<file path="src/rtl/uvs_pkg.sv">
// Shared types, constants and helper functions of the UV sphere mesh generator.
package uvs_pkg;

  localparam int MAX_STACKS_DEF   = 255;
  localparam int MAX_SECTORS_DEF  = 255;
  localparam int ANGLE_BITS_DEF   = 16;
  localparam int CORDIC_STEPS_DEF = 16;
  localparam int ATAN_ENTRIES     = 24;

  localparam logic signed [32:0] GAIN_Q30 = 33'sd652032874;
  localparam logic signed [32:0] ONE_Q30  = 33'sd1073741824;
  localparam logic signed [32:0] HALF32   = 33'sd2147483647 + 33'sd1;

  typedef enum logic [1:0] {
    KIND_VERT = 2'd0,
    KIND_TRI  = 2'd1,
    KIND_ERR  = 2'd2
  } kind_t;

  typedef enum logic [2:0] {
    REG_STACK_COUNT  = 3'd0,
    REG_SECTOR_COUNT = 3'd1,
    REG_RADIUS       = 3'd2,
    REG_CENTER_X     = 3'd3,
    REG_CENTER_Y     = 3'd4,
    REG_CENTER_Z     = 3'd5
  } reg_idx_t;

  typedef enum logic [1:0] {
    PH_VERT,
    PH_UP,
    PH_LOW
  } phase_t;

  typedef struct packed {
    logic        valid;
    logic        err;
    logic        up;
    logic        low;
    logic [15:0] k1;
    logic [15:0] k2;
  } side_t;

  typedef struct packed {
    logic              flip;
    logic signed [32:0] x;
    logic signed [32:0] y;
    logic signed [32:0] z;
  } rot_t;

  function automatic logic [31:0] atan_turn(input int k);
    logic [31:0] v;
    case (k)
      0:  v = 32'd536870912;
      1:  v = 32'd316933406;
      2:  v = 32'd167458907;
      3:  v = 32'd85004756;
      4:  v = 32'd42667331;
      5:  v = 32'd21354465;
      6:  v = 32'd10679838;
      7:  v = 32'd5340245;
      8:  v = 32'd2670163;
      9:  v = 32'd1335087;
      10: v = 32'd667544;
      11: v = 32'd333772;
      12: v = 32'd166886;
      13: v = 32'd83443;
      14: v = 32'd41722;
      15: v = 32'd20861;
      16: v = 32'd10430;
      17: v = 32'd5215;
      18: v = 32'd2608;
      19: v = 32'd1304;
      20: v = 32'd652;
      21: v = 32'd326;
      22: v = 32'd163;
      23: v = 32'd81;
      default: v = 32'd0;
    endcase
    return v;
  endfunction

  function automatic rot_t cordic_step(input rot_t r, input int k);
    rot_t o;
    logic signed [32:0] at;
    at = $signed({1'b0, atan_turn(k)});
    o = r;
    if (!r.z[32]) begin
      o.x = r.x - (r.y >>> k);
      o.y = r.y + (r.x >>> k);
      o.z = r.z - at;
    end else begin
      o.x = r.x + (r.y >>> k);
      o.y = r.y - (r.x >>> k);
      o.z = r.z + at;
    end
    return o;
  endfunction

  function automatic logic signed [31:0] sat35(input logic signed [34:0] v);
    logic signed [31:0] o;
    if (v > 35'sd2147483647) o = 32'sh7FFFFFFF;
    else if (v < -35'sd2147483648) o = 32'sh80000000;
    else o = v[31:0];
    return o;
  endfunction

endpackage

</file>
<file path="src/rtl/uvs_cordic_cell.sv">
// One CORDIC rotation cell that turns the latitude and longitude vectors by one step.
module uvs_cordic_cell
  import uvs_pkg::*;
#(
  parameter int K = 0
) (
  input  logic  clk,
  input  logic  rst,
  input  logic  en,
  input  side_t side_in,
  input  rot_t  a_in,
  input  rot_t  b_in,
  output side_t side_out,
  output rot_t  a_out,
  output rot_t  b_out
);

  always_ff @(posedge clk) begin
    if (rst) begin
      side_out.valid <= 1'b0;
    end else if (en) begin
      side_out <= side_in;
    end
    if (en) begin
      a_out <= cordic_step(a_in, K);
      b_out <= cordic_step(b_in, K);
    end
  end

endmodule

</file>
<file path="config.mk">
export PLATFORM = sky130hd
export DESIGN_NAME = uvs_cordic_cell
export DESIGN_NICKNAME = d
export VERILOG_FILES = /design/src/rtl/uvs_pkg.sv /design/src/rtl/uvs_cordic_cell.sv
export SDC_FILE = /design/constraint.sdc
export NUM_CORES = 1
export LEC_CHECK = 0
export BUFFER_PORTS_ARGS = -buffer_cell sky130_fd_sc_hd__buf_2
export CELL_PAD_IN_SITES_DETAIL_PLACEMENT = 0
export CELL_PAD_IN_SITES_GLOBAL_PLACEMENT = 1
export CORE_MARGIN = 2
export CORE_UTILIZATION = 37
export CTS_CLUSTER_DIAMETER = 100
export CTS_CLUSTER_SIZE = 12
export DETAILED_ROUTE_END_ITERATION = 12
export PLACE_DENSITY_LB_ADDON = 0.1
export SLEW_MARGIN = 20
export SYNTH_ARGS = -nofsm -noshare
export SYNTH_HDL_FRONTEND = slang
export SYNTH_SLANG_ARGS = --single-unit
</file>
<file path="constraint.sdc">
create_clock -name clk -period 3.4 [get_ports clk]
set_clock_uncertainty 0.1 [all_clocks]
set_input_delay 0.68 -clock clk [delete_from_list [all_inputs] [get_ports clk]]
set_output_delay 0.68 -clock clk [all_outputs]
set_load 0.02 [all_outputs]
</file>
==> results.ini, run 1 <==
[route]
m1WireLength_mm = 30.5
routed_via_density = 5.19
firstDrtPassIters = 7
wl_per_cell_microns = 19.9
routed-via-count = 18100
met2_length_mm = 31.8
top_layer_used = met5
drc_errors = 0
postRouteAntennaNets = 0
wl_met3_mm = 5.06
first_iter_violations = 1138
totalWireLength_mm = 69.6

[clocking]
cts_buffers = 23
clk_latency_ns = 0.55
cts_tree = yes
clkSlewWorstSetupHoldPaths_ns = 0.07
clock_sinks = 234
clk_path_buf_depth = 3
cts.htree.levels = 1
root_buffer = clkbuf_16

[sta]
hold_viol_final = 0
finalCritPeriodShare_pct = 97.3
setup_violations = 0
slew_headroom_pct = 43.6
slew_viol_final = 0
rsz0062_at_grt = false
worst_pin_slew_ns = 0.841
post-route-min-period_ns = 3.31
fmax_ghz = 0.302
finalSetupTns_ns = 0

[floorplanning]
die-area_sq_um = 51700
dieHeight_microns = 227
start_util_pct = 37.6
coreArea_sq_um = 49100
ioPinCount = 475
num_rows = 81
die_w_microns = 227

[grt]
grt_overflow = 0
grt_max_degree = 104
antenna_found_initial = 9
first_global_vias = 17600
grt_pass1_wl_mm = 103
gr-usage-all-layers_pct = 26.1

[run]
max_cap_viol_count = 0

[cells_and_area]
layout.nets = 3257
final_cell_count_no_fill = 3494
finish.utilization_pct = 51.5
most-common-layout-cells = buf_2, buf_4, edfxtp_1
area_delta_synth_final_pct = 37.0
drive_above_1_share_pct = 34.4
layout_commonest_cell = buf_2

[power]
power-per-cell-area_nw_per_um2 = 404
p_leak_nw = 11.7
power.total_mw = 10.2
ir_worst_vdd_mv = 0.351

[setup_path]
slowest_delay_ns = 0.38
path_cells = buf_2 -> ha_4 -> fa_2 -> nor2b_4 -> o311a_1 -> o22a_1 -> a221oi_4 -> o32ai_2 -> o21a_1 -> a311o_1 -> o21ai_1 -> xor2_1
crit_path_end_kind = register
worstSetupStartpointType = input pin
critical_path_buf_inv_count = 1
crit_arrival_ns = 3.50
critical_path.slowest_cell = fa_2
critPathTopFamily = compound AO/OA/AOI/OAI gates
cp_max_fo = 3
worstPathRequired_ns = 3.59
path_class = input pin to register

[synthesis]
netlist.area_leader.share_pct = 37.9
synth_cell_type_count = 89
yosysSeqAreaShare_pct = 38.0
synth_fp_nets = 2422
yosys-top-cells-area = edfxtp_1, ha_1, a21oi_1, xnor2_1, inv_1
synth_area_sq_um = 18500
yosysTopAreaCell = edfxtp_1
synth_edf_count = 233
ys_warn_count = 0
synth_cells = 1979
async_flop_share_pct = 0
avgSynthCellArea_sq_um = 9.32
synth_ff_type = edfxtp_1
ys_ff_latch = 234

[placed_design]
io_buffers = 474
hpwlAfterDp_mm = 57.0
gp_congestion = 0.931
post-place-cells = 3453

[min_path]
hold_class = input pin to register

[status]
outcome = finished clean

flip-flops by register name, summed over array words and instances, names as in the netlist:
name,flops
a_out,99
b_out,99
side_out,36
cell families (layout without fill, tap and decap cells):
logic type      after synthesis  count (layout)  synth area share, %
compound gates              638             638                 22.5
xor+xnor                    119             119                 5.65
fa+ha+maj                   204             204                 14.2
buf+inv                     290            1138                 6.18
flops                       234             234                 38.0
mux                          24              24                 1.32
other cells                   0               3                    0
simple gates                470             470                 12.1
repair_timing:
item / CTS / global route
endpoints found under the setup margin: 1 / 19
buffers inserted: 0 / 0
pin swaps: 0 / 1
gates resized for setup: 1 / 9
cloned: 0 / 0
hold buffers: 0 / 0
worst paths after layout:
path                              startpoint            to  cells past startpoint  slack, ns
worst min-delay path              side_in[9]   side_out[9]                      1       0.19
worst max-delay path                b_in[33]     b_out[65]                     12       0.09
worst max register to register  side_out[35]  side_out[35]                      2       2.72
worst min register to register  side_out[35]  side_out[35]                      2       0.41
cell usage after synthesis, drive strengths merged, types with 5 or more instances:
| cell | count |
|---|---|
| edfxtp | 233 |
| a21oi | 214 |
| ha | 196 |
| inv | 194 |
| nor2 | 159 |
| o21ai | 137 |
| nand2 | 101 |
| xnor2 | 99 |
| clkbuf | 46 |
| buf | 44 |
| nor3 | 42 |
| a21o | 41 |
| o21bai | 41 |
| nand3 | 31 |
| nor2b | 28 |
| a31oi | 27 |
| nand4 | 23 |
| mux2i | 22 |
| o21a | 22 |
| a211oi | 20 |
| o31ai | 20 |
| xor2 | 20 |
| nand2b | 18 |
| o211ai | 17 |
| nor4 | 14 |
| or3 | 10 |
| a211o | 9 |
| and3 | 9 |
| o31a | 9 |
| fa | 8 |
| nand3b | 8 |
| a21boi | 7 |
| o41ai | 7 |
| a2111oi | 6 |
| and2 | 6 |
| clkinv | 6 |
| a2111o | 5 |
| o311ai | 5 |
| or2 | 5 |
through the flow:
stage | hold slack (ns) | instance area, sq um | worst slack (ns)
5_1_grt | 0.164 | 25300 | 0.000229
4_1_cts | 0.163 | 25200 | 0.0925
2_1_floorplan | 0.479 | 18500 | -0.0311
3_3_place_gp | 0.387 | 24600 | -0.633
6_report | 0.191 | 25300 | 0.0929
3_5_place_dp | 0.392 | 24600 | -0.585
cell type report:
| class | count | area (sq um) |
|---|---|---|
| Inverter | 200 | 751 |
| Clock inverter | 2 | 25.0 |
| Timing Repair Buffer | 900 | 5650 |
| Multi-Input combinational cell | 1455 | 10400 |
| Antenna cell | 3 | 7.51 |
| Fill cell | 4779 | 23800 |
| Clock buffer | 36 | 624 |
| Tap cell | 664 | 831 |
| Sequential cell | 234 | 7020 |
worst reg2reg max path, delay by kind of cell (launching register included):
kind	cells	cell delay [ns]
flip-flops	1	0.31
AND/OR/NAND/NOR	1	0.05
multiplexers	1	0.12
metal layers:
metal,GRT usage [%],up-vias
li1,-,8810
met1,35.3,8577
met2,41.9,632
met3,4.89,108
met4,8.45,12
met5,0,-
where the power goes:
| part | total (mW) | switching (mW) | internal (mW) |
|---|---|---|---|
| logic | 4.04 | 2.40 | 1.64 |
| registers | 3.78 | 0.121 | 3.66 |
| clock network | 2.40 | 1.14 | 1.26 |
| total | 10.2 | 3.65 | 6.56 |
(Power assumes the default switching activity.)
==> inputs of run 2 (changes only) <==
BUFFER_PORTS_ARGS = default   (was -buffer_cell sky130_fd_sc_hd__buf_2)
CORE_UTILIZATION = 44   (was 37)
DONT_BUFFER_PORTS = 1   (was default)
SETUP_SLACK_MARGIN = 0.4   (was default)
==> results.ini, run 2 (synthesized netlist as in run 1, its figures left out) <==
[setup_path]
r2r_start = side_out[35]
critPathTopFamily = compound AO/OA/AOI/OAI gates
critical_path_buf_inv_count = 2
crit_path_end_kind = register
cp-endpoint = b_out[86]
path_cells = ha_4 -> fa_2 -> nor2b_4 -> o311a_1 -> o22a_2 -> a221oi_4 -> o32ai_4 -> buf_4 -> buf_6 -> or3_4 -> nand2_1 -> and3_1 -> nor2_1
slowest_delay_ns = 0.36
reg2regPathDepth = 2
path_class = input pin to register
r2r_slack_ns = 2.59
critical_path.slowest_cell = a221oi_4
cp_max_fo = 3
worstSetupStartpointType = input pin
cp.depth = 13
crit_arrival_ns = 3.34
r2r-end = side_out[35]
startpoint = b_in[33]
worstPathRequired_ns = 3.62

[floorplanning]
coreArea_sq_um = 41700
dieHeight_microns = 209
ioPinCount = 475
num_rows = 75
start_util_pct = 44.3
die-area_sq_um = 43600
die_w_microns = 209

[clocking]
cts_tree = yes
root_buffer = clkbuf_16
cts_hold_buf = 0
clk_latency_ns = 0.53
clkSlewWorstSetupHoldPaths_ns = 0.07
cts.htree.levels = 1
clk_path_buf_depth = 3
cts_buffers = 24
clock_sinks = 234

[sta]
finalSetupTns_ns = 0
setup_violations = 0
hold_viol_final = 0
rsz0062_at_grt = true
finalCritPeriodShare_pct = 91.6
post-route-min-period_ns = 3.11
worst_pin_slew_ns = 1.05
fmax_ghz = 0.321
slew_headroom_pct = 29.6
slew_viol_final = 0

[route]
totalWireLength_mm = 63.8
wl_per_cell_microns = 23.5
routed-via-count = 15800
first_iter_violations = 1320
postRouteAntennaNets = 0
drc_errors = 0
routed_via_density = 5.79
firstDrtPassIters = 7

[placed_design]
gp_congestion = 0.929
hpwlAfterDp_mm = 51.0
io_buffers = 0

[grt]
first_global_vias = 15400
grt_max_degree = 201
antenna_found_initial = 3
gr-usage-all-layers_pct = 28.3
grt_pass1_wl_mm = 95.2
grt_overflow = 0

[cells_and_area]
most-common-layout-cells = buf_4, edfxtp_1, a21oi_1
finish.utilization_pct = 52.8
drive_above_1_share_pct = 18.3
area_delta_synth_final_pct = 19.1
layout_commonest_cell = buf_4
layout.nets = 2609
diodes = 0
fill_cells = 3912
reg_top3 = a_out x99, b_out x99, side_out x36

[power]
p_leak_nw = 9.08
ir_worst_vdd_mv = 0.342
power-per-cell-area_nw_per_um2 = 436

[status]
outcome = finished clean

[run]
max_cap_viol_count = 0

[min_path]
hold_class = input pin to register

-- run 2: cell count changes in the layout (fill, tap and decap cells not counted), moves of 5 or more --
cell     previous run  this run
buf_12              6         0
ha_1              195       177
a21oi_1           210       205
ha_4                1        15
o31ai_1            19        13
buf_2             473         0
inv_1             187       180
buf_4             420       247
-- run 2: how the worst min path moves through the flow --
stage / from / end / slack (ns) / depth (start not counted)
after floorplan: side_out[35] / side_out[35] / 0.48 / 2
after global placement: side_out[35] / side_out[35] / 0.52 / 2
after detailed placement: side_out[35] / side_out[35] / 0.53 / 2
after CTS: rst / side_out[35] / 0.09 / 1
after global routing: rst / side_out[35] / 0.09 / 1
final: rst / side_out[35] / 0.11 / 1
-- run 2: repair_timing --
item	in CTS	in global routing
pin swaps	16	22
setup buffers	6	6
gates cloned	0	0
resized for setup	8	46
endpoints found under the setup margin	10	37
-- run 2: cell type report --
class                   count  area, sq um  share of cell area (%)
clock buffers              36          646                    2.94
multi-input cells        1455        10900                    49.8
inverters                 200          768                    3.49
clock inverters             4         37.5                   0.171
flip-flops and latches    234         7020                    31.9
repair buffers            251         1900                    8.64
well taps                 539          674                    3.07
-- run 2: through the flow --
stage	std cells	area (sq um)	worst slack (ns)	hold slack, ns	power [mW]
floorplan	1979	19000	-0.0243	0.479	6.07
global placement	2667	21000	-0.314	0.516	7.07
detailed placement	2667	21000	-0.344	0.532	7.08
CTS	2713	21700	0.350	0.0921	9.58
global route	2719	22000	0.175	0.0853	10.0
finish	2719	22000	0.286	0.110	9.59
-- run 2: report_power, final --
group / switching [mW] / internal, mW
sequential: 0.688 / 3.70
clock: 1.15 / 1.31
combinational: 1.53 / 1.22
total: 3.36 / 6.23
-- run 2: per-layer routing --
| layer | part of all wire [%] | up-vias | global-route usage [%] | routed length (microns) |
|---|---|---|---|---|
| li1 | - | 7493 | - | - |
| met1 | 42 | 7615 | 36.9 | 27000 |
| met2 | 48 | 565 | 47.8 | 30600 |
| met3 | 7.5 | 80 | 6.57 | 4800 |
| met4 | 2.1 | 2 | 6.08 | 1340 |
| met5 | 0.020 | - | 0 | 13 |
-- run 2: worst reg2reg max path: stages, from the launching register on --
cell and delay, ns:
dfxtp_1 0.46, mux2i_1 0.11, nor2_1 0.08
==> inputs of run 3 (changes only) <==
ABC_AREA = 1   (was default)
CORE_UTILIZATION = 41   (was 44)
PLACE_DENSITY = 0.89   (was default)
PLACE_DENSITY_LB_ADDON = default   (was 0.1)
==> results.ini, run 3 <==
[status]
outcome = finished clean

[synthesis]
synth_commonest_cells = nand2_1, inv_1, nand3_1, edfxtp_1, nor2_1
synth_edf_count = 233
yosys-top-cells-area = edfxtp_1, nand2_1, inv_1, ha_1, nand3_1
async_flop_share_pct = 0
synth_cell_type_count = 35
yosysSeqAreaShare_pct = 31.2
yosysMostFrequentCell = nand2_1
netlist.area_leader.share_pct = 31.1
synth_cells = 3475
yosysTopAreaCell = edfxtp_1
synth_area_sq_um = 22500
avgSynthCellArea_sq_um = 6.48
ys_ff_latch = 234
synth_fp_nets = 3918
synth_ff_type = edfxtp_1
ys_warn_count = 0

[route]
firstDrtPassIters = 5
postRouteAntennaNets = 0
wl_per_cell_microns = 18.7
first_iter_violations = 1908
routed_via_density = 5.11
totalWireLength_mm = 77.4
routed-via-count = 21100
drc_errors = 0

[placed_design]
gp_congestion = 0.986
postPlaceCellArea_sq_um = 23000
io_buffers = 0
hpwlAfterDp_mm = 64.2

[cells_and_area]
reg_top3 = a_out x99, b_out x99, side_out x36
most-common-layout-cells = nand2_1, inv_1, nand3_1
multi_input_area_sq_um = 12400
area_delta_synth_final_pct = 5.32
layout.nets = 3864
finish.utilization_pct = 43.9
drive_above_1_share_pct = 2.15
fill_cells = 5712
seq_area_sq_um = 7020
fin_area_sq_um = 23700
layout_commonest_cell = nand2_1

[grt]
grt_max_degree = 201
gr-usage-all-layers_pct = 26.1
grt_pass1_wl_mm = 114
grt_overflow = 0
antenna_found_initial = 4
first_global_vias = 18700

[clocking]
post_cts_buffers = 0
clk_path_buf_depth = 3
clkSlewWorstSetupHoldPaths_ns = 0.06
root_buffer = clkbuf_16
cts_tree = yes
clock_sinks = 234
cts_resized = 0
cts_hold_buf = 0
cts_buffers = 26
clk_latency_ns = 0.56
cts.htree.levels = 1

[setup_path]
reg2regPathDepth = 2
r2r-end = side_out[35]
crit_arrival_ns = 2.62
r2r_start = side_out[35]
r2r_slack_ns = 2.41
path_class = input pin to register
critPathTopFamily = simple AND/OR/NAND/NOR gates
critical_path_buf_inv_count = 2
worstSetupStartpointType = input pin
path_cells = inv_1 -> ha_1 -> fa_1 -> inv_1 -> nand2_1 -> nand2_1 -> nand2_1 -> nand2_1 -> nand2_1 -> nand2_1 -> nand2_1 -> nand2_1 -> nand2_1 -> nand3_1 -> nand2_1
crit_top_cell = nand2_1
slowest_delay_ns = 0.41
cp_max_fo = 4
crit_path_end_kind = register
critical_path.slowest_cell = fa_1
worstPathRequired_ns = 3.62

[floorplanning]
ioPinCount = 475
die_w_microns = 238
dieHeight_microns = 238
die-area_sq_um = 56800
num_rows = 85
start_util_pct = 41.7
coreArea_sq_um = 54000

[sta]
finalCritPeriodShare_pct = 70.6
slew_headroom_pct = 35.8
fmax_ghz = 0.417
setup_violations = 0
rsz0062_at_grt = false
hold_viol_final = 0
worst_pin_slew_ns = 0.961
finalSetupTns_ns = 0
slew_viol_final = 0
post-route-min-period_ns = 2.40

[power]
power-per-cell-area_nw_per_um2 = 407
ir_worst_vdd_mv = 0.346
p_leak_nw = 12.8
power.total_mw = 9.65

[min_path]
hold_class = input pin to register
min_from = rst
holdPathStages = 1
min_to = side_out[35]

[run]
max_cap_viol_count = 0

[run 3: cell count changes after synthesis, sizes merged, moves of 24 or more]
cell   before   now
nand2     101  1316
inv       194   697
nand3      31   318
xnor2      99     0
nor2      159   228
a21oi     214   150
o21ai     137    74
a21o       41     3
xor2       20    50
nor2b      28     0
nor3       42    18
[run 3: routing by layer]
layer | GRT usage [%] | wire length (microns)
met1 | 35.6 | 33800
met2 | 41.0 | 33800
met3 | 7.15 | 8200
met4 | 6.40 | 1550
met5 | 0 | 0
[run 3: kinds of logic after synthesis]
logic type / share of synthesized area [%]
flops: 31.2
xor+xnor: 1.94
simple gates: 34.7
buf+inv: 13.8
compound gates: 6.79
fa+ha+maj: 11.6
[run 3: worst max path at each step]
stage               startpoint          end  slack [ns]  cells after the start
finish                b_in[33]    b_out[57]         1.0                     15
global route          b_in[38]    b_out[96]        0.84                     13
CTS                   b_in[33]    b_out[41]        1.04                     10
detailed placement    b_in[33]    b_out[41]        0.44                     10
global placement      b_in[50]    b_out[98]        0.40                     11
floorplan                   en  side_out[0]        0.66                      2
[run 3: where the power goes]
group	switching, mW	leakage, nW	internal (mW)
combinational	1.91	10.2	0.829
clock	1.20	0.369	1.45
sequential	0.630	2.27	3.62
total	3.74	12.8	5.90
[run 3: per-stage QoR]
step                      cells  hold WS (ns)  worst slack (ns)
after CTS                  4130        0.0549              1.04
after detailed placement   4089         0.559             0.440
final                      4134        0.0919             0.999
after global routing       4134        0.0637             0.835
after floorplan            3475         0.430             0.664
after global placement     4089         0.552             0.402
[run 3: area by class of cell]
type	count	area share, %
Antenna cell	4	0.0422
Clock buffer	35	2.97
Clock inverter	6	0.206
Inverter	699	11.1
Multi-Input combinational cell	2454	52.3
Sequential cell	234	29.6
Tap cell	696	3.67
Timing Repair Buffer	6	0.190
