--- config.mk ---
export PLATFORM = sky130hd
export DESIGN_NAME = uvs_div_cell
export DESIGN_NICKNAME = d
export VERILOG_FILES = /design/src/rtl/uvs_pkg.sv /design/src/rtl/uvs_div_cell.sv
export SDC_FILE = /design/constraint.sdc
export NUM_CORES = 1
export LEC_CHECK = 0
export BUFFER_PORTS_ARGS = -buffer_cell sky130_fd_sc_hd__buf_2
export CORE_ASPECT_RATIO = 1.5
export CORE_MARGIN = 2
export CORE_UTILIZATION = 45
export DETAILED_ROUTE_END_ITERATION = 7
export GPL_ROUTABILITY_DRIVEN = 0
export GPL_TIMING_DRIVEN = 0
export PLACE_DENSITY = 0.86
export SYNTH_ARGS = -nofsm -noshare
export SYNTH_HDL_FRONTEND = slang
export SYNTH_SLANG_ARGS = --single-unit
--- constraint.sdc ---
create_clock -name clk -period 3.7 [get_ports clk]
set_input_delay 0.74 -clock clk [delete_from_list [all_inputs] [get_ports clk]]
set_output_delay 0.74 -clock clk [all_outputs]
set_load 0.01 [all_outputs]
--- src/rtl/uvs_pkg.sv ---
// Shared types, constants and helper functions of the UV sphere mesh generator.
package uvs_pkg;

  localparam int MAX_STACKS_DEF   = 255;
  localparam int MAX_SECTORS_DEF  = 255;
  localparam int ANGLE_BITS_DEF   = 16;
  localparam int CORDIC_STEPS_DEF = 16;
  localparam int ATAN_ENTRIES     = 24;

  localparam logic signed [32:0] GAIN_Q30 = 33'sd652032874;
  localparam logic signed [32:0] ONE_Q30  = 33'sd1073741824;
  localparam logic signed [32:0] HALF32   = 33'sd2147483647 + 33'sd1;

  typedef enum logic [1:0] {
    KIND_VERT = 2'd0,
    KIND_TRI  = 2'd1,
    KIND_ERR  = 2'd2
  } kind_t;

  typedef enum logic [2:0] {
    REG_STACK_COUNT  = 3'd0,
    REG_SECTOR_COUNT = 3'd1,
    REG_RADIUS       = 3'd2,
    REG_CENTER_X     = 3'd3,
    REG_CENTER_Y     = 3'd4,
    REG_CENTER_Z     = 3'd5
  } reg_idx_t;

  typedef enum logic [1:0] {
    PH_VERT,
    PH_UP,
    PH_LOW
  } phase_t;

  typedef struct packed {
    logic        valid;
    logic        err;
    logic        up;
    logic        low;
    logic [15:0] k1;
    logic [15:0] k2;
  } side_t;

  typedef struct packed {
    logic              flip;
    logic signed [32:0] x;
    logic signed [32:0] y;
    logic signed [32:0] z;
  } rot_t;

  function automatic logic [31:0] atan_turn(input int k);
    logic [31:0] v;
    case (k)
      0:  v = 32'd536870912;
      1:  v = 32'd316933406;
      2:  v = 32'd167458907;
      3:  v = 32'd85004756;
      4:  v = 32'd42667331;
      5:  v = 32'd21354465;
      6:  v = 32'd10679838;
      7:  v = 32'd5340245;
      8:  v = 32'd2670163;
      9:  v = 32'd1335087;
      10: v = 32'd667544;
      11: v = 32'd333772;
      12: v = 32'd166886;
      13: v = 32'd83443;
      14: v = 32'd41722;
      15: v = 32'd20861;
      16: v = 32'd10430;
      17: v = 32'd5215;
      18: v = 32'd2608;
      19: v = 32'd1304;
      20: v = 32'd652;
      21: v = 32'd326;
      22: v = 32'd163;
      23: v = 32'd81;
      default: v = 32'd0;
    endcase
    return v;
  endfunction

  function automatic rot_t cordic_step(input rot_t r, input int k);
    rot_t o;
    logic signed [32:0] at;
    at = $signed({1'b0, atan_turn(k)});
    o = r;
    if (!r.z[32]) begin
      o.x = r.x - (r.y >>> k);
      o.y = r.y + (r.x >>> k);
      o.z = r.z - at;
    end else begin
      o.x = r.x + (r.y >>> k);
      o.y = r.y - (r.x >>> k);
      o.z = r.z + at;
    end
    return o;
  endfunction

  function automatic logic signed [31:0] sat35(input logic signed [34:0] v);
    logic signed [31:0] o;
    if (v > 35'sd2147483647) o = 32'sh7FFFFFFF;
    else if (v < -35'sd2147483648) o = 32'sh80000000;
    else o = v[31:0];
    return o;
  endfunction

endpackage

--- src/rtl/uvs_div_cell.sv ---
// One restoring division cell that settles one quotient bit of both angles.
module uvs_div_cell
  import uvs_pkg::*;
#(
  parameter int NW  = 26,
  parameter int QW  = 17,
  parameter int BIT = 0
) (
  input  logic          clk,
  input  logic          rst,
  input  logic          en,
  input  side_t         side_in,
  input  logic [NW-1:0] rl_in,
  input  logic [NW-1:0] rn_in,
  input  logic [QW-1:0] ql_in,
  input  logic [QW-1:0] qn_in,
  input  logic [8:0]    dl,
  input  logic [8:0]    dn,
  output side_t         side_out,
  output logic [NW-1:0] rl_out,
  output logic [NW-1:0] rn_out,
  output logic [QW-1:0] ql_out,
  output logic [QW-1:0] qn_out
);

  logic [NW-1:0] sh_l, sh_n;
  logic          ge_l, ge_n;
  logic [QW-1:0] ql_next, qn_next;

  always_comb begin
    sh_l = {{(NW-9){1'b0}}, dl} << BIT;
    sh_n = {{(NW-9){1'b0}}, dn} << BIT;
    ge_l = rl_in >= sh_l;
    ge_n = rn_in >= sh_n;
    ql_next = ql_in;
    qn_next = qn_in;
    ql_next[BIT] = ge_l;
    qn_next[BIT] = ge_n;
  end

  always_ff @(posedge clk) begin
    if (rst) begin
      side_out.valid <= 1'b0;
    end else if (en) begin
      side_out <= side_in;
    end
    if (en) begin
      rl_out <= ge_l ? rl_in - sh_l : rl_in;
      rn_out <= ge_n ? rn_in - sh_n : rn_in;
      ql_out <= ql_next;
      qn_out <= qn_next;
    end
  end

endmodule

==> metrics, run 1 <==
sequential area share after synthesis=67.3%; CP max FO=10; Antenna Violating Nets Remaining=0; Synth Area in Compound Gates=6.08%; internal power=2820 uW; Synth Area in Adders=4.88%; worst path required time=3.82 ns; DR WL/cell=19.4 um; final net count=829; Reg power frac=45.1%; total power=3770 uW; Post-Route Utilization=63.3%; final setup TNS=0 ns; final period utilization=85.3%; Via density=5.23; Slew @ Worst Pin=0.942 ns; top_reg_cell synth=edfxtp_1; fraction of final layout cells sized beyond drive strength 1=45.5%; CTS Buffer Depth=2; clock tree root driver cell=clkbuf_16; Inst Count DP=800; Post-synth EDFFs=121; non-filler cells, final=833; DR pass1 iterations=5; syn nets=547; Filler cells=919; Mapped Cells=384; synthesized area per cell=14.1 um2; grt ovf=0; Post-CTS Hold Fix Bufs=0; main combinational cell family by area after synthesis=simple AND/OR/NAND/NOR gates; initial antenna violation count=1; DIE WIDTH=93.7 um; final WL=16,200 um; P&R area growth vs syn=38.6%; critical path type=input pin to flip-flop; Core Region=11,900 um2; H-Tree Depth=4; max cap viols=0; Placed Area=6970 um2; RSZ-0062 raised after global routing=false; fin crit period=3.16 ns; row count=49; post-synthesis mux area share=0.783%; I/O Pins=265; IO Port Bufs=262; number of library cell types mapped by synthesis=51; Setup Skew=0 ns; initial core utilization=45.7%; max-slew violations=0; Sink Count=122; ranking of synthesized cells by area=edfxtp_1 (67%), xor2_1 (5.2%), ha_1 (4.1%); vias in the first global route=4,427; die height=139 um; Synth Area in XOR/XNOR=7.42%; total global routing track utilization=24.2%; pwr dens=501 nW/um2; Reg clk slew, reported paths=0.06 ns; DRC=0; Clk pwr share=40.8%; Final HPWL DP=12,500 um; Yosys top cell by area=edfxtp_1; share of the synthesized area in the top cell type=66.9%; Inserted Clock Buffers=17; Resized cells post-CTS=0; critical path arrival=3.28 ns; Leak=0.00329 uW; CP Capture Type=flip-flop; TritonCTS clock tree=yes; Post-synth ARST share=0%; Yosys reg bits=122; Post-Synth Simple-Gate Area=11.1%; Gate power share=14.0%; Clk Latency, worst-skew pair=0.40 ns; global-route wire length before repair=23,500 um; Design Area, Final=7530 um2; die area=13,000 um2; Psw=956 uW; worst vdd ir=0.000334 V; Sw Ratio=25.3%; critical path startpoint category=input pin; Hold Crit Class=input pin to flip-flop; status=completed; # setup viols final=0; Peak Freq=0.317 GHz; postcts setup bufs=0; Post-Syn Area=5430 um2; largest net degree at the start of global routing=75; number of synthesis warnings=0; DRT iter0 DRCs=281; final hold vios=0; Vias=4,358; Slew headroom=37.0%
-- final cells by class --
class	count	area, um2	area share (%)
Sequential cell	122	3650	48.5
Multi-Input combinational cell	229	1650	21.9
Timing Repair Buffer	263	1340	17.8
Clock buffer	18	429	5.70
Tap cell	153	191	2.54
Clock inverter	14	123	1.63
Inverter	24	90.1	1.20
Buffer	9	45.0	0.599
Antenna cell	1	2.50	0.0333
-- flip-flops by register name, summed over array words and instances (netlist names) --
signal,flops
rn_out,26
qn_out,17
ql_out,17
rl_out,26
side_out,36
-- final timing paths --
check	startpoint	end	slack [ns]	depth (start not counted)
min reg2reg	side_out[35]	side_out[35]	0.58	2
min	side_in[3]	side_out[3]	0.51	1
max	rn_in[0]	rn_out[0]	0.54	12
max reg2reg	side_out[35]	side_out[35]	3.03	2
-- metrics by stage --
step | hold slack [ns] | worst slack, ns
3_3_place_gp | 0.490 | -1.10
4_1_cts | 0.496 | 0.579
6_report | 0.511 | 0.543
5_1_grt | 0.494 | 0.408
3_5_place_dp | 0.554 | 0.166
2_1_floorplan | 0.528 | 0.593
-- per-layer routing --
metal | vias up | routed length (um) | GRT usage, %
li1 | 2007 | - | -
met1 | 2070 | 5350 | 25.1
met2 | 247 | 8490 | 42.7
met3 | 34 | 1830 | 9.95
met4 | 0 | 483 | 9.46
met5 | - | 0 | 0
-- layout by cell type (no fill, tap or decap), types with 4 or more instances in the layout --
master | synthesis | layout
buf_2 | 3 | 264
edfxtp_1 | 121 | 121
xor2_1 | 32 | 32
nand2_1 | 30 | 30
inv_1 | 24 | 24
o21ai_0 | 18 | 18
ha_1 | 18 | 18
clkbuf_16 | 0 | 17
xnor2_1 | 14 | 14
nor2_1 | 13 | 13
nor4_1 | 12 | 12
nor3_1 | 12 | 12
a21oi_1 | 12 | 12
a21o_1 | 7 | 7
nand2b_1 | 5 | 5
clkbuf_1 | 4 | 5
clkinv_2 | 0 | 5
and3_1 | 4 | 4
or4_1 | 4 | 4
nand3b_1 | 4 | 4
a31oi_1 | 4 | 4
inv_6 | 0 | 4
-- power by group through the flow --
stage	Sequential, uW	Combinational, uW	Clock, uW
floorplan	1790	168	0
global placement	1720	500	0
detailed placement	1730	526	0
CTS	1700	531	1560
global route	1710	574	1620
finish	1700	530	1540
-- cells in the mapped netlist (5+ instances only) --
library cell    n
a21o_1          7
a21oi_1        12
edfxtp_1      121
ha_1           18
inv_1          24
nand2_1        30
nand2b_1        5
nor2_1         13
nor3_1         12
nor4_1         12
o21ai_0        18
xnor2_1        14
xor2_1         32
-- cell families (layout without fill, tap and decap cells) --
family | after synthesis | after routing
AO/OA/AOI/OAI | 54 | 54
multiplexers | 4 | 4
AND/OR/NAND/NOR | 105 | 105
other | 0 | 1
adder cells (fa/ha/maj) | 20 | 20
flip-flops | 122 | 122
XOR/XNOR | 46 | 46
buffers and inverters | 33 | 328
-- worst max-delay path, stage by stage --
cell and delay, ns:
buf_2 0.10, inv_1 0.05, ha_1 0.15, inv_1 0.06, fa_1 0.41, a21o_1 0.22, a221oi_1 0.50, o31ai_1 0.19
nor2_1 0.30, buf_4 0.24, buf_4 0.19, o21ai_0 0.12
No activity file was read; power rests on OpenSTA's default activity.
==> run 2, diff against run 1 <==
==> constraint.sdc (replaced) <==
create_clock -name clk -period 3.1 [get_ports clk]
set_input_delay 0.62 -clock clk [delete_from_list [all_inputs] [get_ports clk]]
set_output_delay 0.62 -clock clk [all_outputs]
set_load 0.01 [all_outputs]
==> metrics, run 2 (synthesis gave the netlist of run 1 again) <==
status=completed; row count=49; non-filler cells, final=833; Gate power share=14.1%; fraction of final layout cells sized beyond drive strength 1=45.7%; Crit-path slowest cell=fa_1; Hold Crit Class=input pin to flip-flop; Inst Count DP=800; final net count=829; Antenna Violating Nets Remaining=0; total power=4510 uW; met2 usage=42.7%; initial antenna violation count=1; TritonCTS clock tree=yes; fin crit period=3.01 ns; max-slew violations=0; H-Tree Depth=4; Leak=0.00329 uW; largest net degree at the start of global routing=75; Vias=4,391; total global routing track utilization=24.2%; DRT iter0 DRCs=286; postcts setup bufs=0; most flop-heavy register=side_out; IO Port Bufs=262; critical path type=input pin to flip-flop; die area=13,000 um2; Top cell by count, worst path=inv_1; clock tree root driver cell=clkbuf_16; Post-CTS Hold Fix Bufs=0; Final HPWL DP=12,500 um; final WL=16,200 um; DRC=0; Reg power frac=45.0%; Slew headroom=37.5%; max reg flops=36; CP max FO=10; global-route wire length before repair=23,500 um; critical path startpoint category=input pin; met1 usage=25.1%; Psw=1150 uW; CTS Buffer Depth=2; Sink Count=122; critical path arrival=3.16 ns; Inserted Clock Buffers=17; Reg clk slew, reported paths=0.06 ns; max cap viols=0; Hold Slack=0.390 ns; Core Region=11,900 um2; Resized cells post-CTS=0; Clk pwr share=40.9%; DIE WIDTH=93.7 um; Clk Latency, worst-skew pair=0.40 ns; DR WL/cell=19.4 um; Crit path max-delay family=buffers and inverters; CP Capture Type=flip-flop; worst vdd ir=0.000400 V; internal power=3360 uW; final hold vios=0; P&R area growth vs syn=38.8%; pwr dens=598 nW/um2; Slew @ Worst Pin=0.935 ns; Via density=5.27; vias in the first global route=4,427; # setup viols final=0; initial core utilization=45.7%; worst path required time=3.25 ns; grt ovf=0; most common cell after layout, fill and taps aside=buf_2; GR Util met3=9.95%; Worst Path Buf+Inv=5; commonest non-fill, non-tap cells in the layout=buf_2 (262), edfxtp_1 (121), xor2_1 (32); crit-path max cell delay=0.40 ns; Most Used Layer, Global Route=met2; I/O Pins=265; Sw Ratio=25.4%; final period utilization=97.1%; die height=139 um; Setup Skew=0 ns; Peak Freq=0.332 GHz; largest registers=side_out: 36 flops, rl_out: 26 flops, rn_out: 26 flops; DR pass1 iterations=4; CP Cell Sequence=buf_2 > inv_1 > ha_1 > inv_1 > fa_1 > a21o_1 > a221o_1 > nand2_1 > nor4bb_1 > buf_4 > clkbuf_4 > mux2_2
-- run 2: cell count changes in the layout (fill, tap and decap cells not counted) --
cell,before,now
clkbuf_4,0,1
a221oi_2,0,1
a221oi_1,1,0
buf_2,264,262
buf_4,3,4
-- run 2: power groups by stage --
stage               combinational [uW]  clock (uW)  sequential, uW
CTS                                634        1860            2030
global placement                   597           0            2060
finish                             635        1840            2030
floorplan                          201           0            2140
detailed placement                 628           0            2060
global route                       688        1930            2040
-- run 2: final cells by class --
class                      instances  area [um2]
clock buffer                      18         429
buffer                             9        50.0
timing repair buffer             263        1340
sequential                       122        3650
antenna                            1        2.50
clock inverter                    14         123
multi-input combinational        229        1660
fill                             925        4360
inverter                          24        90.1
tap                              153         191
-- run 2: worst paths after layout --
check	from	end	slack, ns	cells after the start
setup / recovery	rl_in[0]	rl_out[1]	0.09	12
setup reg to reg	side_out[35]	side_out[35]	2.43	2
hold reg to reg	side_out[35]	side_out[35]	0.59	2
hold / removal	qn_in[3]	qn_out[3]	0.39	1
-- run 2: worst reg2reg max path: stages, from the launching register on --
cell and delay, ns:
dfxtp_1 0.33, mux2i_1 0.18, nor2_1 0.06
-- run 2: stage by stage --
stage               utilization (%)  instance area (um2)  setup TNS, ns  setup slack (ns)
finish                         63.4                 7540              0            0.0907
global route                   63.4                 7540         -0.122           -0.0767
floorplan                         -                 5430              0             0.113
detailed placement             58.6                 6970          -6.06            -0.314
global placement               58.3                 6930         -58.75             -1.58
CTS                            63.3                 7520              0            0.0988
-- run 2: layer usage --
metal	part of all wire, %	vias to the layer above
met4	2.9	0
met3	12	32
met2	53	264
met5	0	-
met1	32	2088
li1	-	2007
==> run 3, diff against run 2 <==
--- a/config.mk
+++ b/config.mk
@@ -5,6 +5,7 @@
 export SDC_FILE = /design/constraint.sdc
 export NUM_CORES = 1
 export LEC_CHECK = 0
+export ABC_AREA = 1
 export BUFFER_PORTS_ARGS = -buffer_cell sky130_fd_sc_hd__buf_2
 export CORE_ASPECT_RATIO = 1.5
 export CORE_MARGIN = 2
@@ -12,7 +13,7 @@
 export DETAILED_ROUTE_END_ITERATION = 7
 export GPL_ROUTABILITY_DRIVEN = 0
 export GPL_TIMING_DRIVEN = 0
-export PLACE_DENSITY = 0.86
+export PLACE_DENSITY = 0.83
 export SYNTH_ARGS = -nofsm -noshare
 export SYNTH_HDL_FRONTEND = slang
 export SYNTH_SLANG_ARGS = --single-unit
==> metrics, run 3 <==
Sw Ratio=28.6%; Post-synth top cells=nand2_1 (197), edfxtp_1 (121), inv_1 (118), nor2_1 (77), nand3_1 (46); number of library cell types mapped by synthesis=29; synthesized area per cell=9.36 um2; grt ovf=0; Gate power share=16.5%; Slew @ Worst Pin=0.931 ns; CP Capture Type=flip-flop; Yosys reg bits=122; Clk pwr share=40.5%; Post-Route Utilization=61.0%; largest registers=side_out: 36 flops, rl_out: 26 flops, rn_out: 26 flops; Hold Crit Class=input pin to flip-flop; Peak Freq=0.420 GHz; # setup viols final=0; crit-path max cell delay=0.43 ns; largest net degree at the start of global routing=59; Core Region=14,500 um2; Post-synth ARST share=0%; Yosys top cell by area=edfxtp_1; fraction of final layout cells sized beyond drive strength 1=37.5%; initial antenna violation count=1; max-slew violations=0; number of synthesis warnings=0; fin crit period=2.38 ns; pwr dens=531 nW/um2; total global routing track utilization=23.4%; worst vdd ir=0.000418 V; critical path type=input pin to flip-flop; die area=15,900 um2; DRT iter0 DRCs=344; P&R area growth vs syn=32.5%; most flop-heavy register=side_out; Reg clk slew, reported paths=0.07 ns; Vias=5,895; H-Tree Depth=4; RSZ-0062 raised after global routing=false; worst path required time=3.26 ns; Resized cells post-CTS=0; I/O Pins=265; total power=4710 uW; TritonCTS clock tree=yes; top_reg_cell synth=edfxtp_1; ranking of synthesized cells by area=edfxtp_1 (54%), nand2_1 (11%), inv_1 (6.6%); Final HPWL DP=14,900 um; Setup Skew=0 ns; CP max FO=10; Via density=4.89; DIE WIDTH=104 um; postcts setup bufs=0; die height=153 um; Crit-path slowest cell=fa_1; internal power=3360 uW; final hold vios=0; CTS Buffer Depth=2; clock tree root driver cell=clkbuf_16; final period utilization=76.8%; Post-Syn Area=6690 um2; initial core utilization=46.0%; Post-synth EDFFs=121; Hold Slack=0.372 ns; most common cell after layout, fill and taps aside=buf_2; Leak=0.00423 uW; Psw=1350 uW; share of the synthesized area in the top cell type=54.3%; final setup TNS=0 ns; critical path startpoint category=input pin; IO Port Bufs=262; Clk Latency, worst-skew pair=0.42 ns; status=completed; CP Cell Sequence=buf_2 > inv_1 > ha_1 > inv_1 > fa_1 > nand2_1 > nand2_1 > nand3_1 > nand2_1 > nand2_1 > nand3_4 > inv_6 > buf_6 > a21oi_2; critical path arrival=2.54 ns; Mapped Cells=714; Sink Count=122; commonest non-fill, non-tap cells in the layout=buf_2 (261), nand2_1 (197), edfxtp_1 (121); final WL=18,600 um; max cap viols=0; Reg power frac=43.0%; max reg flops=36; Post-CTS Hold Fix Bufs=0; DRC=0; Slew headroom=37.8%; Antenna Violating Nets Remaining=0; most numerous cell in the Yosys netlist=nand2_1; DR pass1 iterations=5; final net count=1,159; DR WL/cell=15.4 um; sequential area share after synthesis=54.6%; Top cell by count, worst path=nand2_1; Inserted Clock Buffers=17; vias in the first global route=5,678; global-route wire length before repair=28,700 um; syn nets=877; row count=54
==> run 3: cell count changes after synthesis, moves of 17 or more <==
cell	delta
a21oi_2	+17
inv_1	+94
nand2_1	+167
nand3_1	+45
nor2_1	+64
xor2_1	-26
==> run 3: per-stage QoR <==
stage	area (um2)	setup slack, ns	cells
after floorplan	6690	0.524	714
after global placement	8240	-1.65	1172
after detailed placement	8280	0.353	1173
after CTS	8860	0.755	1205
after global routing	8860	0.588	1205
final	8860	0.718	1206
==> run 3: path summary, 6_finish.rpt <==
| kind | from | to | slack, ns | depth (start not counted) |
|---|---|---|---|---|
| worst max register to register | side_out[35] | side_out[35] | 2.55 | 2 |
| worst min register to register | side_out[35] | side_out[35] | 0.46 | 2 |
| worst min-delay path | qn_in[11] | qn_out[11] | 0.37 | 1 |
| worst max-delay path | rl_in[0] | rl_out[13] | 0.72 | 14 |
==> run 3: layer usage <==
layer | track usage [%] | up-vias | wire length [um]
met3 | 5.50 | 62 | 1310
met5 | 0 | - | 0
li1 | - | 2880 | -
met4 | 11.1 | 0 | 811
met2 | 44.3 | 286 | 9930
met1 | 24.1 | 2667 | 6530
==> run 3: power by group through the flow <==
| stage | sequential [uW] | clock, uW | combinational, uW |
|---|---|---|---|
| 2_1_floorplan | 2140 | 0 | 322 |
| 3_3_place_gp | 2060 | 0 | 747 |
| 3_5_place_dp | 2060 | 0 | 773 |
| 4_1_cts | 2020 | 1940 | 776 |
| 5_1_grt | 2040 | 2010 | 848 |
| 6_report | 2020 | 1910 | 776 |
==> run 3: cell families after synthesis <==
logic type	synth area share [%]
simple gates	25.0
buf+inv	8.31
flops	54.6
compound gates	5.99
fa+ha+maj	3.97
xor+xnor	2.10
==> run 3: layout make-up <==
cell class	count	area, um2
antenna	1	2.50
buffer	4	71.3
clock buffer	17	425
clock inverter	15	153
fill	1179	5670
inverter	127	484
multi-input combinational	461	2480
sequential	122	3650
tap	196	245
timing repair buffer	263	1340
==> run 3: critical path, delay by kind of cell <==
family | cells | cell delay (ns)
simple gates | 6 | 0.66
buf+inv | 5 | 0.59
fa+ha+maj | 2 | 0.58
compound gates | 1 | 0.08
